## config.mk

```make
export PLATFORM = sky130hd
export DESIGN_NAME = font_glyph_pixel_generator_top
export DESIGN_NICKNAME = d
export VERILOG_FILES = /design/src/rtl/fgp_pkg.sv /design/src/rtl/fgp_front.sv /design/src/rtl/fgp_queue.sv /design/src/rtl/fgp_back.sv /design/src/rtl/font_glyph_pixel_generator_top.sv
export SDC_FILE = /design/constraint.sdc
export NUM_CORES = 1
export LEC_CHECK = 0
export ABC_AREA = 0
export BUFFER_PORTS_ARGS = -buffer_cell sky130_fd_sc_hd__buf_2
export CORE_ASPECT_RATIO = 0.6
export CORE_MARGIN = 4
export CORE_UTILIZATION = 62
export CTS_BUF_LIST = sky130_fd_sc_hd__clkbuf_8
export CTS_CLUSTER_DIAMETER = 100
export CTS_CLUSTER_SIZE = 8
export DETAILED_ROUTE_END_ITERATION = 12
export PLACE_DENSITY = 0.8
export RECOVER_POWER = 25
export SLEW_MARGIN = 25
export SYNTH_ARGS = -nofsm -noshare
export SYNTH_HDL_FRONTEND = slang
export SYNTH_SLANG_ARGS = --single-unit
```

## constraint.sdc

```tcl
create_clock -name clk -period 6.9 [get_ports clk]
set_clock_uncertainty 0.2 [all_clocks]
set_input_delay 1.035 -clock clk [delete_from_list [all_inputs] [get_ports clk]]
set_output_delay 1.035 -clock clk [all_outputs]
set_load 0.02 [all_outputs]
```

## src/rtl/fgp_pkg.sv

```systemverilog
// Shared types, constants and the 5x7 font table of the glyph pixel generator.
package fgp_pkg;

  localparam int unsigned CELL_COLS  = 6;
  localparam int unsigned CELL_ROWS  = 8;
  localparam int unsigned GLYPH_COLS = 5;
  localparam int unsigned QUEUE_DEPTH = 2;

  localparam logic [7:0] FIRST_CODE = 8'h20;  // space
  localparam logic [7:0] LAST_CODE  = 8'h5F;  // underscore
  localparam logic [7:0] LOWER_A    = 8'h61;
  localparam logic [7:0] LOWER_Z    = 8'h7A;
  localparam logic [7:0] CASE_DIFF  = 8'h20;

  localparam logic [2:0] LAST_ROW = 3'(CELL_ROWS - 1);
  localparam logic [2:0] LAST_COL = 3'(CELL_COLS - 1);

  // Configuration register indexes
  typedef enum logic [1:0] {
    REG_COLUMN_OFFSET = 2'd0,
    REG_ROW_OFFSET    = 2'd1
  } cfg_reg_t;

  // One classified character waiting for pixel generation
  typedef struct packed {
    logic [39:0] glyph;     // column c in bits [8c+7:8c], bit r is row r
    logic [15:0] win_x;
    logic [15:0] win_y;
    logic [15:0] ink;
    logic [15:0] paper;
  } job_t;

  // Fold lower case, map out of range codes to space, index from space
  function automatic logic [5:0] rom_index(input logic [7:0] code);
    logic [7:0] folded;
    folded = code;
    if (code >= LOWER_A && code <= LOWER_Z) begin
      folded = code - CASE_DIFF;
    end
    if (folded < FIRST_CODE || folded > LAST_CODE) begin
      folded = FIRST_CODE;
    end
    return 6'(folded - FIRST_CODE);
  endfunction

  // Font table: five column bytes, column 0 in the low byte
  function automatic logic [39:0] glyph_bits(input logic [5:0] idx);
    logic [39:0] g;
    unique case (idx)
      6'd13:   g = {8'h08, 8'h08, 8'h08, 8'h08, 8'h08};
      6'd15:   g = {8'h02, 8'h04, 8'h08, 8'h10, 8'h20};
      6'd16:   g = {8'h3E, 8'h45, 8'h49, 8'h51, 8'h3E};
      6'd17:   g = {8'h00, 8'h40, 8'h7F, 8'h42, 8'h00};
      6'd18:   g = {8'h46, 8'h49, 8'h51, 8'h61, 8'h42};
      6'd19:   g = {8'h31, 8'h4B, 8'h45, 8'h41, 8'h21};
      6'd20:   g = {8'h10, 8'h7F, 8'h12, 8'h14, 8'h18};
      6'd21:   g = {8'h39, 8'h45, 8'h45, 8'h45, 8'h27};
      6'd22:   g = {8'h30, 8'h49, 8'h49, 8'h4A, 8'h3C};
      6'd23:   g = {8'h03, 8'h05, 8'h09, 8'h71, 8'h01};
      6'd24:   g = {8'h36, 8'h49, 8'h49, 8'h49, 8'h36};
      6'd25:   g = {8'h1E, 8'h29, 8'h49, 8'h49, 8'h06};
      6'd26:   g = {8'h00, 8'h00, 8'h36, 8'h36, 8'h00};
      6'd33:   g = {8'h7E, 8'h11, 8'h11, 8'h11, 8'h7E};
      6'd34:   g = {8'h36, 8'h49, 8'h49, 8'h49, 8'h7F};
      6'd35:   g = {8'h22, 8'h41, 8'h41, 8'h41, 8'h3E};
      6'd36:   g = {8'h1C, 8'h22, 8'h41, 8'h41, 8'h7F};
      6'd37:   g = {8'h41, 8'h49, 8'h49, 8'h49, 8'h7F};
      6'd38:   g = {8'h01, 8'h09, 8'h09, 8'h09, 8'h7F};
      6'd39:   g = {8'h7A, 8'h49, 8'h49, 8'h41, 8'h3E};
      6'd40:   g = {8'h7F, 8'h08, 8'h08, 8'h08, 8'h7F};
      6'd41:   g = {8'h00, 8'h41, 8'h7F, 8'h41, 8'h00};
      6'd42:   g = {8'h01, 8'h3F, 8'h41, 8'h40, 8'h20};
      6'd43:   g = {8'h41, 8'h22, 8'h14, 8'h08, 8'h7F};
      6'd44:   g = {8'h40, 8'h40, 8'h40, 8'h40, 8'h7F};
      6'd45:   g = {8'h7F, 8'h02, 8'h0C, 8'h02, 8'h7F};
      6'd46:   g = {8'h7F, 8'h10, 8'h08, 8'h04, 8'h7F};
      6'd47:   g = {8'h3E, 8'h41, 8'h41, 8'h41, 8'h3E};
      6'd48:   g = {8'h06, 8'h09, 8'h09, 8'h09, 8'h7F};
      6'd49:   g = {8'h5E, 8'h21, 8'h51, 8'h41, 8'h3E};
      6'd50:   g = {8'h46, 8'h29, 8'h19, 8'h09, 8'h7F};
      6'd51:   g = {8'h31, 8'h49, 8'h49, 8'h49, 8'h46};
      6'd52:   g = {8'h01, 8'h01, 8'h7F, 8'h01, 8'h01};
      6'd53:   g = {8'h3F, 8'h40, 8'h40, 8'h40, 8'h3F};
      6'd54:   g = {8'h1F, 8'h20, 8'h40, 8'h20, 8'h1F};
      6'd55:   g = {8'h3F, 8'h40, 8'h38, 8'h40, 8'h3F};
      6'd56:   g = {8'h63, 8'h14, 8'h08, 8'h14, 8'h63};
      6'd57:   g = {8'h07, 8'h08, 8'h70, 8'h08, 8'h07};
      6'd58:   g = {8'h43, 8'h45, 8'h49, 8'h51, 8'h61};
      6'd63:   g = {8'h40, 8'h40, 8'h40, 8'h40, 8'h40};
      default: g = '0;
    endcase
    return g;
  endfunction

endpackage

```

## src/rtl/fgp_front.sv

```systemverilog
// Front end: offset registers, request accept, glyph lookup and window start.
module fgp_front (
  input  logic         clk,
  input  logic         rst_n,
  input  logic         cfg_we,
  input  logic [1:0]   cfg_index,
  input  logic [7:0]   cfg_data,
  input  logic         in_valid,
  input  logic         queue_full,
  input  logic [7:0]   in_char_code,
  input  logic [15:0]  in_origin_x,
  input  logic [15:0]  in_origin_y,
  input  logic [15:0]  in_ink_color,
  input  logic [15:0]  in_paper_color,
  output logic         in_stall,
  output logic         push,
  output fgp_pkg::job_t push_job
);
  import fgp_pkg::*;

  logic [7:0] col_off_r, col_off_nxt;
  logic [7:0] row_off_r, row_off_nxt;

  // Decode configuration writes; unknown indexes are dropped
  always_comb begin
    col_off_nxt = col_off_r;
    row_off_nxt = row_off_r;
    if (cfg_we) begin
      unique case (cfg_index)
        REG_COLUMN_OFFSET: col_off_nxt = cfg_data;
        REG_ROW_OFFSET:    row_off_nxt = cfg_data;
        default: ;
      endcase
    end
  end

  always_ff @(posedge clk) begin
    if (!rst_n) begin
      col_off_r <= '0;
      row_off_r <= '0;
    end else begin
      col_off_r <= col_off_nxt;
      row_off_r <= row_off_nxt;
    end
  end

  // Hold requests while the queue is full
  assign in_stall = queue_full;
  assign push     = in_valid && !queue_full;

  // Classify the character and build the job
  always_comb begin
    push_job.glyph = glyph_bits(rom_index(in_char_code));
    push_job.win_x = in_origin_x + {8'h00, col_off_r};
    push_job.win_y = in_origin_y + {8'h00, row_off_r};
    push_job.ink   = in_ink_color;
    push_job.paper = in_paper_color;
  end

endmodule

```

## src/rtl/fgp_queue.sv

```systemverilog
// Two-entry job queue between front and back end.
module fgp_queue (
  input  logic          clk,
  input  logic          rst_n,
  input  logic          push,
  input  fgp_pkg::job_t push_job,
  input  logic          pop,
  output logic          full,
  output logic          not_empty,
  output fgp_pkg::job_t head_job
);
  import fgp_pkg::*;

  job_t       entry_r [QUEUE_DEPTH];
  logic       wr_ptr_r, wr_ptr_nxt;
  logic       rd_ptr_r, rd_ptr_nxt;
  logic [1:0] count_r, count_nxt;

  assign full      = (count_r == 2'(QUEUE_DEPTH));
  assign not_empty = (count_r != 2'd0);
  assign head_job  = entry_r[rd_ptr_r];

  // Advance pointers and occupancy
  always_comb begin
    wr_ptr_nxt = push ? !wr_ptr_r : wr_ptr_r;
    rd_ptr_nxt = pop  ? !rd_ptr_r : rd_ptr_r;
    count_nxt  = count_r;
    if (push && !pop) begin
      count_nxt = count_r + 2'd1;
    end else if (pop && !push) begin
      count_nxt = count_r - 2'd1;
    end
  end

  always_ff @(posedge clk) begin
    if (!rst_n) begin
      wr_ptr_r <= 1'b0;
      rd_ptr_r <= 1'b0;
      count_r  <= '0;
    end else begin
      wr_ptr_r <= wr_ptr_nxt;
      rd_ptr_r <= rd_ptr_nxt;
      count_r  <= count_nxt;
    end
  end

  // Store the incoming job
  always_ff @(posedge clk) begin
    if (push) begin
      entry_r[wr_ptr_r] <= push_job;
    end
  end

endmodule

```

## src/rtl/fgp_back.sv

```systemverilog
// Back end: walks each job's 8x6 cell, registering one pixel a cycle unless stalled.
module fgp_back (
  input  logic          clk,
  input  logic          rst_n,
  input  logic          job_avail,
  input  fgp_pkg::job_t head_job,
  output logic          pop,
  input  logic          out_stall,
  output logic          out_valid,
  output logic [15:0]   out_pixel_value,
  output logic [2:0]    out_cell_row,
  output logic [2:0]    out_cell_column,
  output logic [15:0]   out_window_x_start,
  output logic [15:0]   out_window_y_start,
  output logic          out_last_pixel
);
  import fgp_pkg::*;

  job_t        job_r, job_nxt;
  logic        busy_r, busy_nxt;
  logic [2:0]  row_r, row_nxt;
  logic [2:0]  col_r, col_nxt;
  logic        ov_r, ov_nxt;
  logic [15:0] pix_r, pix_nxt;
  logic [2:0]  orow_r, orow_nxt;
  logic [2:0]  ocol_r, ocol_nxt;
  logic [15:0] owx_r, owx_nxt;
  logic [15:0] owy_r, owy_nxt;
  logic        olast_r, olast_nxt;

  logic        advance;
  logic        at_last;
  logic [47:0] cell_bits;
  logic        ink_bit;

  // Spacing column reads as zero bits
  assign cell_bits = {8'h00, job_r.glyph};
  assign ink_bit   = cell_bits[{col_r, row_r}];
  assign at_last   = (row_r == LAST_ROW) && (col_r == LAST_COL);
  assign advance   = busy_r && (!ov_r || !out_stall);
  assign pop       = job_avail && (!busy_r || (advance && at_last));

  // Step through the cell and load the output register
  always_comb begin
    job_nxt   = job_r;
    busy_nxt  = busy_r;
    row_nxt   = row_r;
    col_nxt   = col_r;
    ov_nxt    = (ov_r && out_stall) || advance;
    pix_nxt   = pix_r;
    orow_nxt  = orow_r;
    ocol_nxt  = ocol_r;
    owx_nxt   = owx_r;
    owy_nxt   = owy_r;
    olast_nxt = olast_r;
    if (advance) begin
      pix_nxt   = ink_bit ? job_r.ink : job_r.paper;
      orow_nxt  = row_r;
      ocol_nxt  = col_r;
      owx_nxt   = job_r.win_x;
      owy_nxt   = job_r.win_y;
      olast_nxt = at_last;
      if (col_r == LAST_COL) begin
        col_nxt = '0;
        row_nxt = row_r + 3'd1;
      end else begin
        col_nxt = col_r + 3'd1;
      end
      if (at_last) begin
        busy_nxt = 1'b0;
      end
    end
    // Take the next job when idle or as the current one finishes
    if (pop) begin
      job_nxt  = head_job;
      busy_nxt = 1'b1;
      row_nxt  = '0;
      col_nxt  = '0;
    end
  end

  always_ff @(posedge clk) begin
    if (!rst_n) begin
      busy_r <= 1'b0;
      ov_r   <= 1'b0;
      row_r  <= '0;
      col_r  <= '0;
    end else begin
      busy_r <= busy_nxt;
      ov_r   <= ov_nxt;
      row_r  <= row_nxt;
      col_r  <= col_nxt;
    end
  end

  always_ff @(posedge clk) begin
    job_r   <= job_nxt;
    pix_r   <= pix_nxt;
    orow_r  <= orow_nxt;
    ocol_r  <= ocol_nxt;
    owx_r   <= owx_nxt;
    owy_r   <= owy_nxt;
    olast_r <= olast_nxt;
  end

  assign out_valid          = ov_r;
  assign out_pixel_value    = pix_r;
  assign out_cell_row       = orow_r;
  assign out_cell_column    = ocol_r;
  assign out_window_x_start = owx_r;
  assign out_window_y_start = owy_r;
  assign out_last_pixel     = olast_r;

endmodule

```

## src/rtl/font_glyph_pixel_generator_top.sv

```systemverilog
// Top level of the 5x7 character generator with RGB565 pixel output.
//
//  channel | direction | handshake           | payload
//  in_     | request   | in_valid / in_stall | char_code, origin_x/y, ink/paper color
//  out_    | request   | out_valid/out_stall | pixel, cell row/column, window x/y, last
//  cfg_    | write     | cfg_we              | cfg_index, cfg_data
//
// Each character request yields 48 pixel requests, row by row, one per cycle
// while the output is not stalled; the pixel walk of the back end sets the rate.
// A two-entry queue lets the next characters be taken while one is drawn,
// so consecutive cells stream with no gap. Reset is synchronous, active low,
// and clears both offsets. A stall on the output holds the pixel register
// and the walk; the input stalls only while the queue is full.
module font_glyph_pixel_generator_top (
  input  logic        clk,
  input  logic        rst_n,
  input  logic        cfg_we,
  input  logic [1:0]  cfg_index,
  input  logic [7:0]  cfg_data,
  input  logic        in_valid,
  output logic        in_stall,
  input  logic [7:0]  in_char_code,
  input  logic [15:0] in_origin_x,
  input  logic [15:0] in_origin_y,
  input  logic [15:0] in_ink_color,
  input  logic [15:0] in_paper_color,
  output logic        out_valid,
  input  logic        out_stall,
  output logic [15:0] out_pixel_value,
  output logic [2:0]  out_cell_row,
  output logic [2:0]  out_cell_column,
  output logic [15:0] out_window_x_start,
  output logic [15:0] out_window_y_start,
  output logic        out_last_pixel
);
  import fgp_pkg::*;

  logic queue_full;
  logic queue_avail;
  logic push;
  logic pop;
  job_t push_job;
  job_t head_job;

  fgp_front u_front (
    .clk            (clk),
    .rst_n          (rst_n),
    .cfg_we         (cfg_we),
    .cfg_index      (cfg_index),
    .cfg_data       (cfg_data),
    .in_valid       (in_valid),
    .queue_full     (queue_full),
    .in_char_code   (in_char_code),
    .in_origin_x    (in_origin_x),
    .in_origin_y    (in_origin_y),
    .in_ink_color   (in_ink_color),
    .in_paper_color (in_paper_color),
    .in_stall       (in_stall),
    .push           (push),
    .push_job       (push_job)
  );

  fgp_queue u_queue (
    .clk       (clk),
    .rst_n     (rst_n),
    .push      (push),
    .push_job  (push_job),
    .pop       (pop),
    .full      (queue_full),
    .not_empty (queue_avail),
    .head_job  (head_job)
  );

  fgp_back u_back (
    .clk                (clk),
    .rst_n              (rst_n),
    .job_avail          (queue_avail),
    .head_job           (head_job),
    .pop                (pop),
    .out_stall          (out_stall),
    .out_valid          (out_valid),
    .out_pixel_value    (out_pixel_value),
    .out_cell_row       (out_cell_row),
    .out_cell_column    (out_cell_column),
    .out_window_x_start (out_window_x_start),
    .out_window_y_start (out_window_y_start),
    .out_last_pixel     (out_last_pixel)
  );

  // Last flag marks exactly the bottom right pixel
  a_last_corner: assert property (@(posedge clk) disable iff (!rst_n)
    out_valid |-> (out_last_pixel == ((out_cell_row == LAST_ROW) &&
                                      (out_cell_column == LAST_COL))))
    else $error("last_pixel does not match cell position");

  // Within a cell the next pixel follows without a gap
  a_no_gap: assert property (@(posedge clk) disable iff (!rst_n)
    out_valid && !out_stall && !out_last_pixel |=> out_valid)
    else $error("gap inside a character cell");

  // Column steps by one and wraps after the spacing column
  a_col_step: assert property (@(posedge clk) disable iff (!rst_n)
    out_valid && !out_stall && !out_last_pixel |=>
      ((($past(out_cell_column) == LAST_COL) && (out_cell_column == 3'd0)) ||
       (($past(out_cell_column) != LAST_COL) &&
        (out_cell_column == $past(out_cell_column) + 3'd1))))
    else $error("cell column out of sequence");

  // Window start holds for the whole cell
  a_window_hold: assert property (@(posedge clk) disable iff (!rst_n)
    out_valid && !out_stall && !out_last_pixel |=>
      $stable(out_window_x_start) && $stable(out_window_y_start))
    else $error("window start changed inside a cell");

endmodule
```

==> results.toml, run 1 <==
[status]
status = "finished with violations"
violations = "max-capacitance violations, max-slew violations"

[floorplan]
io-pin-count = 144
fp-row-count = 46
coreArea_um2 = 26400
dieArea_um2 = 29600
start_util = 0.629
dieHeight_um = 135
fp.dieW_um = 219

[sta]
final_max_slew_viol_count = 41
hold_viol_final = 0
tns_ns = 0
worst_slack_ns = 2.06
finalSetupViolations = 0
period_minus_slack_ns = 4.84
fin_hold_ws_ns = 0.210
worst_pin_slew_ns = 2.13
fmax_mhz = 207
slew_headroom = -0.418
rsz0062_at_grt = "no"
post-route-period-util = 0.701

[setup_path]
path_class = "primary input to flop"
end_kind = "flop"
cp-start-kind = "primary input"
r2r_slack_ns = 3.14
worst_ep_required_time_ns = 7.05
worstPathMaxFanout = 32
cp.arrival_ns = 4.99

[power]
vdd_drop_max_mv = 0.245
design_power_total_mw = 6.42
leakagePower_nw = 6.86
power_per_cell_area_nw_per_um2 = 345

[cells_and_area]
layout_common_cells = "352 x edfxtp_1, 126 x buf_2, 105 x mux2_2"
regArea_um2 = 11100
multi_input_area_um2 = 5150
fillerInstances = 1754
mostFrequentLayoutCell = "edfxtp_1"
post-route-util = 0.704
syn2layout_area_growth_pct = 12.0
nets = 1424
fin_area_um2 = 18600
drive_above_1_share = 0.244
final_cells = 1706

[synthesis]
ys.warnings.count = 0
synth_nets = 1271
postSynthCellCount = 1150
synth_seq_cells = 380
ys_seq_area_frac = 0.670
synthArstFlopShare = 0
synthDistinctLibCells = 67
synth.avg_cell_area_um2 = 14.4
synth-edff-count = 352
ys.flop_type = "edfxtp_1"
syn-cell-area_um2 = 16600

[global_routing]
grt_pass1_vias = 10258
grt_pass1_wl_um = 61000
grtUsageTotal = 0.276
grt-ovfl-total = 0
antenna_found_initial = 5
grt_max_degree = 73

[cts]
cts_buffer_depth = 3
post-cts-setup-buffers = 0
cts_tree = "yes"
worstSkewPairLatency_ns = 0.60
path_clk_slew_ns = 0.07
cts-root-buf = "clkbuf_8"
htreeDepth = 2
cts_sinks = 380
cts_resized = 0
numCtsBuffers = 53
hold_buffers = 0

[placement]
io_buffer_count = 143
gp_congestion = 1.03
placed_cells = 1608
postPlaceCellArea_um2 = 17700
place_hpwl_um = 27700
pre_cts_slack_ns = 1.62

[routing]
dr_total_vias = 10440
drt-pass1-iter-count = 5
drc = 0
ant_nets = 0
wl_per_cell_um = 24.0
drt_iter0_markers = 1147
via_per_inst = 6.12
postRouteWirelength_um = 41000

[flow_run]
drv_cap = 1

[hold_path]
hp-class = "flop to flop"
[final timing paths]
path                    startpoint                            end  depth (start not counted)
setup reg to reg   u_back.row_r[1]               u_back.job_r[55]                          7
hold reg to reg   u_back.job_r[46]  u_back.out_window_y_start[14]                          0
setup / recovery   in_char_code[4]         u_queue.entry_r[1][69]                         12
hold / removal    u_back.job_r[46]  u_back.out_window_y_start[14]                          0
[registers in the layout, summed over array words and instances (netlist names)]
register and flops:
u_queue.rd_ptr_r 1, u_back.out_valid 1, u_back.out_cell_row 3, u_back.out_pixel_value 16, u_queue.count_r 2, u_back.out_window_y_start 16, u_back.col_r 3, u_back.cell_bits 35
u_queue.wr_ptr_r 1, u_back.job_r 64, u_back.out_window_x_start 16, u_front.col_off_r 8, u_front.row_off_r 8, u_back.busy_r 1, u_back.row_r 3, u_back.out_last_pixel 1
u_back.out_cell_column 3, u_queue.entry_r 198
[critical path, stage by stage]
cell and delay (ns):
buf_2 0.30, and2_1 0.28, a2111oi_4 0.48, a21o_1 0.59
nand2_1 0.36, ha_1 0.69, inv_1 0.15, nand2_1 0.21
nand2_1 0.12, o21ai_0 0.16, nand3_1 0.15, a221oi_1 0.45
[synthesized netlist by cell type (4+ instances only)]
cell / instances / share of area
nand2b_1: 9 / 0.0034
mux2_4: 11 / 0.0099
nor2b_1: 32 / 0.012
o221ai_1: 5 / 0.0026
nand3_1: 20 / 0.0060
mux2i_1: 27 / 0.016
o31a_1: 4 / 0.0021
inv_1: 29 / 0.0066
dfxtp_1: 28 / 0.034
xnor2_1: 13 / 0.0069
a211oi_1: 15 / 0.0068
and2_1: 7 / 0.0026
nor3_1: 18 / 0.0054
o311ai_0: 6 / 0.0032
a21o_1: 10 / 0.0045
nor3b_1: 5 / 0.0023
a21oi_1: 57 / 0.017
buf_1: 7 / 0.0016
a21boi_0: 8 / 0.0036
clkbuf_1: 48 / 0.011
o211ai_1: 6 / 0.0027
ha_1: 32 / 0.024
mux2_2: 106 / 0.072
or3_1: 7 / 0.0026
a31oi_1: 7 / 0.0026
o21ai_0: 53 / 0.016
xor2_1: 15 / 0.0079
o22ai_1: 14 / 0.0053
o21a_1: 9 / 0.0041
edfxtp_1: 352 / 0.64
and3_1: 7 / 0.0026
nand2_1: 64 / 0.014
buf_2: 4 / 0.0012
nor2_1: 56 / 0.013
[area by class of cell]
class | count | area share
Sequential cell | 380 | 0.598
Multi-Input combinational cell | 679 | 0.277
Clock buffer | 55 | 0.0407
Timing Repair Buffer | 159 | 0.0440
Inverter | 30 | 0.00619
Antenna cell | 1 | 0.000134
Clock inverter | 42 | 0.0101
Tap cell | 360 | 0.0242
[layer usage]
metal,share of wire,global-route usage,vias to the layer above,wire (um)
met5,0.0012,0,-,48
met4,0.020,0.0691,8,824
met3,0.12,0.111,82,4840
met2,0.42,0.384,539,17200
met1,0.44,0.412,5084,18000
li1,-,-,4727,-
[report_power, final]
group          leakage [nW]  internal [mW]  switching [mW]
sequential             3.54           3.25           0.178
clock                 0.623          0.771           0.800
combinational          2.69          0.504           0.908
[kinds of logic (layout without fill, tap and decap cells)]
group / count (synthesis) / in the layout / share of synthesized area
buffers and inverters: 91 / 286 / 0.0218
and+or+nand+nor: 237 / 237 / 0.0693
adders and majority gates: 34 / 34 / 0.0265
other: 0 / 1 / 0
DFF: 380 / 380 / 0.670
muxes: 149 / 149 / 0.105
AOI/OAI and AO/OA: 231 / 231 / 0.0925
xor gates and xnor gates: 28 / 28 / 0.0148
(Power assumes the default switching activity.)
==> inputs of run 2 (changes only) <==
Clock period 6.9 ns to 4.46 ns, I/O delays scaled along.
==> run 2 against run 1 <==
Against the previous run:
- the flow still finishes with violations (max-capacitance violations, max-slew violations)
- sequential power up 56%
- worst setup slack got worse by 1.4 ns
- via count grew 1.6%
- hold slack lost 0.15 ns
- combinational power rose by 57%
- power is 55% higher
- flip-flop and latch count unchanged
- first-iteration DRC count grew 2.7%
- critical endpoint is now u_queue.entry_r[1][101]
- largest power group unchanged
- highest routed layer unchanged
==> results.toml, run 2 (synthesis gave the netlist of run 1 again) <==
[cts]
cts_buffer_depth = 3
cts_tree = "yes"
cts_resized = 0
cts-root-buf = "clkbuf_8"
post-cts-setup-buffers = 0
cts_sinks = 380
hold_buffers = 0
worstSkewPairLatency_ns = 0.59
path_clk_slew_ns = 0.08
numCtsBuffers = 53
htreeDepth = 2

[power]
seq_power_share = 0.536
vdd_drop_max_mv = 0.395
p_comb_frac = 0.222
power_per_cell_area_nw_per_um2 = 530
p_sw_mw = 2.92
p_int_mw = 7.05
switching_share = 0.293
leakagePower_nw = 6.95
p_clk_frac = 0.242

[routing]
ant_nets = 0
drt_iter0_markers = 1178
wl_met2_um = 17600
wl_per_cell_um = 24.3
postRouteWirelength_um = 42000
dr_total_vias = 10609
drt-pass1-iter-count = 5
top_layer = "met5"
met3_length_um = 4900
drc = 0
via_per_inst = 6.13
drt-met1-wl_um = 18800

[floorplan]
dieArea_um2 = 29600
dieHeight_um = 135
coreArea_um2 = 26400
fp-row-count = 46
start_util = 0.629
io-pin-count = 144
fp.dieW_um = 219

[sta]
slew_headroom = -0.208
period_minus_slack_ns = 3.80
post-route-period-util = 0.853
tns_ns = 0
rsz0062_at_grt = "no"
final_max_slew_viol_count = 39
worst_pin_slew_ns = 1.81
hold_viol_final = 0
finalSetupViolations = 0
fmax_mhz = 263

[global_routing]
grt_pass1_wl_um = 62400
antenna_found_initial = 2
grt_pass1_vias = 10474
grt_max_degree = 73
grtUsageTotal = 0.284
grt-ovfl-total = 0

[setup_path]
end_kind = "flop"
path_depth = 14
r2r_start = "u_back.row_r[0]"
cp-startpoint = "in_char_code[5]"
worst_ep_required_time_ns = 4.54
crit_path_max_incr_delay_ns = 0.45
ff2ff_path_depth = 6
cp-start-kind = "primary input"
crit_path_cell_trace = "buf_2 > inv_1 > ha_1 > a2111oi_4 > a21o_1 > nand2_1 > ha_1 > nand2_1 > buf_4 > nor2_1 > o21ai_0 > o21ai_0 > a21oi_1 > o22ai_1"
crit_end = "u_queue.entry_r[1][101]"
critical-path-slowest-cell = "a2111oi_4"
cp.arrival_ns = 3.88
r2r_slack_ns = 1.08
path_class = "primary input to flop"
crit_family = "compound AO/OA/AOI/OAI gates"
rr_endpoint = "u_back.out_pixel_value[13]"
worst-path-buf-inv = 3
worstPathMaxFanout = 9

[cells_and_area]
syn2layout_area_growth_pct = 13.2
layout_common_cells = "352 x edfxtp_1, 121 x buf_2, 106 x mux2_2"
largest_reg_flops = 198
nets = 1454
mostFrequentLayoutCell = "edfxtp_1"
drive_above_1_share = 0.256
largest-register = "u_queue.entry_r"
post-route-util = 0.712

[status]
violations = "max-capacitance violations, max-slew violations"
status = "finished with violations"

[placement]
io_buffer_count = 143
gp_congestion = 1.05
place_hpwl_um = 28800

[flow_run]
drv_cap = 2

[hold_path]
hp-class = "primary input to flop"
run 2: changes by cell type in the layout (fill, tap and decap cells not counted), sizes merged:
cell,delta
inv,-6
clkbuf,+7
buf,+23
run 2: layout make-up:
type | count | area, um2
Antenna cell | 1 | 2.50
Clock buffer | 55 | 757
Clock inverter | 36 | 165
Fill cell | 1697 | 7610
Inverter | 30 | 115
Multi-Input combinational cell | 679 | 5130
Sequential cell | 380 | 11100
Tap cell | 360 | 450
Timing Repair Buffer | 189 | 1050
run 2: per-stage QoR:
stage / power, mW / hold slack [ns] / worst slack (ns) / cells / cell area (um2)
after global routing: 10.4 / 0.0207 / 0.603 / 1730 / 18800
after CTS: 10.0 / 0.0127 / 0.894 / 1729 / 18900
after detailed placement: 7.63 / 0.205 / 0.277 / 1638 / 17900
after floorplan: 6.81 / 0.200 / 0.372 / 1150 / 16600
final: 9.97 / 0.0597 / 0.657 / 1730 / 18800
after global placement: 7.54 / 0.200 / 0.383 / 1638 / 17900
run 2: how the worst min path moves through the flow:
stage / from / end / slack, ns / cells past startpoint
after floorplan: u_back.job_r[48] / u_back.out_window_x_start[0] / 0.20 / 0
after global placement: u_back.job_r[44] / u_back.out_window_y_start[12] / 0.20 / 0
after detailed placement: u_back.job_r[48] / u_back.out_window_x_start[0] / 0.20 / 0
after CTS: in_ink_color[10] / u_queue.entry_r[0][26] / 0.01 / 1
after global routing: in_ink_color[10] / u_queue.entry_r[0][26] / 0.02 / 1
final: in_ink_color[10] / u_queue.entry_r[0][26] / 0.06 / 1
run 2: routing by layer:
| layer | global-route usage | up-vias |
|---|---|---|
| li1 | - | 4790 |
| met1 | 0.438 | 5167 |
| met2 | 0.400 | 578 |
| met3 | 0.0913 | 72 |
| met4 | 0.0600 | 2 |
| met5 | 0 | - |
run 2: power by group through the flow:
stage                     Sequential [mW]  Combinational [mW]  Clock (mW)
after floorplan                      5.51                1.30           0
after global placement               5.37                2.17           0
after detailed placement             5.42                2.21           0
after CTS                            5.35                2.22        2.46
after global routing                 5.42                2.36        2.63
final                                5.35                2.21        2.41
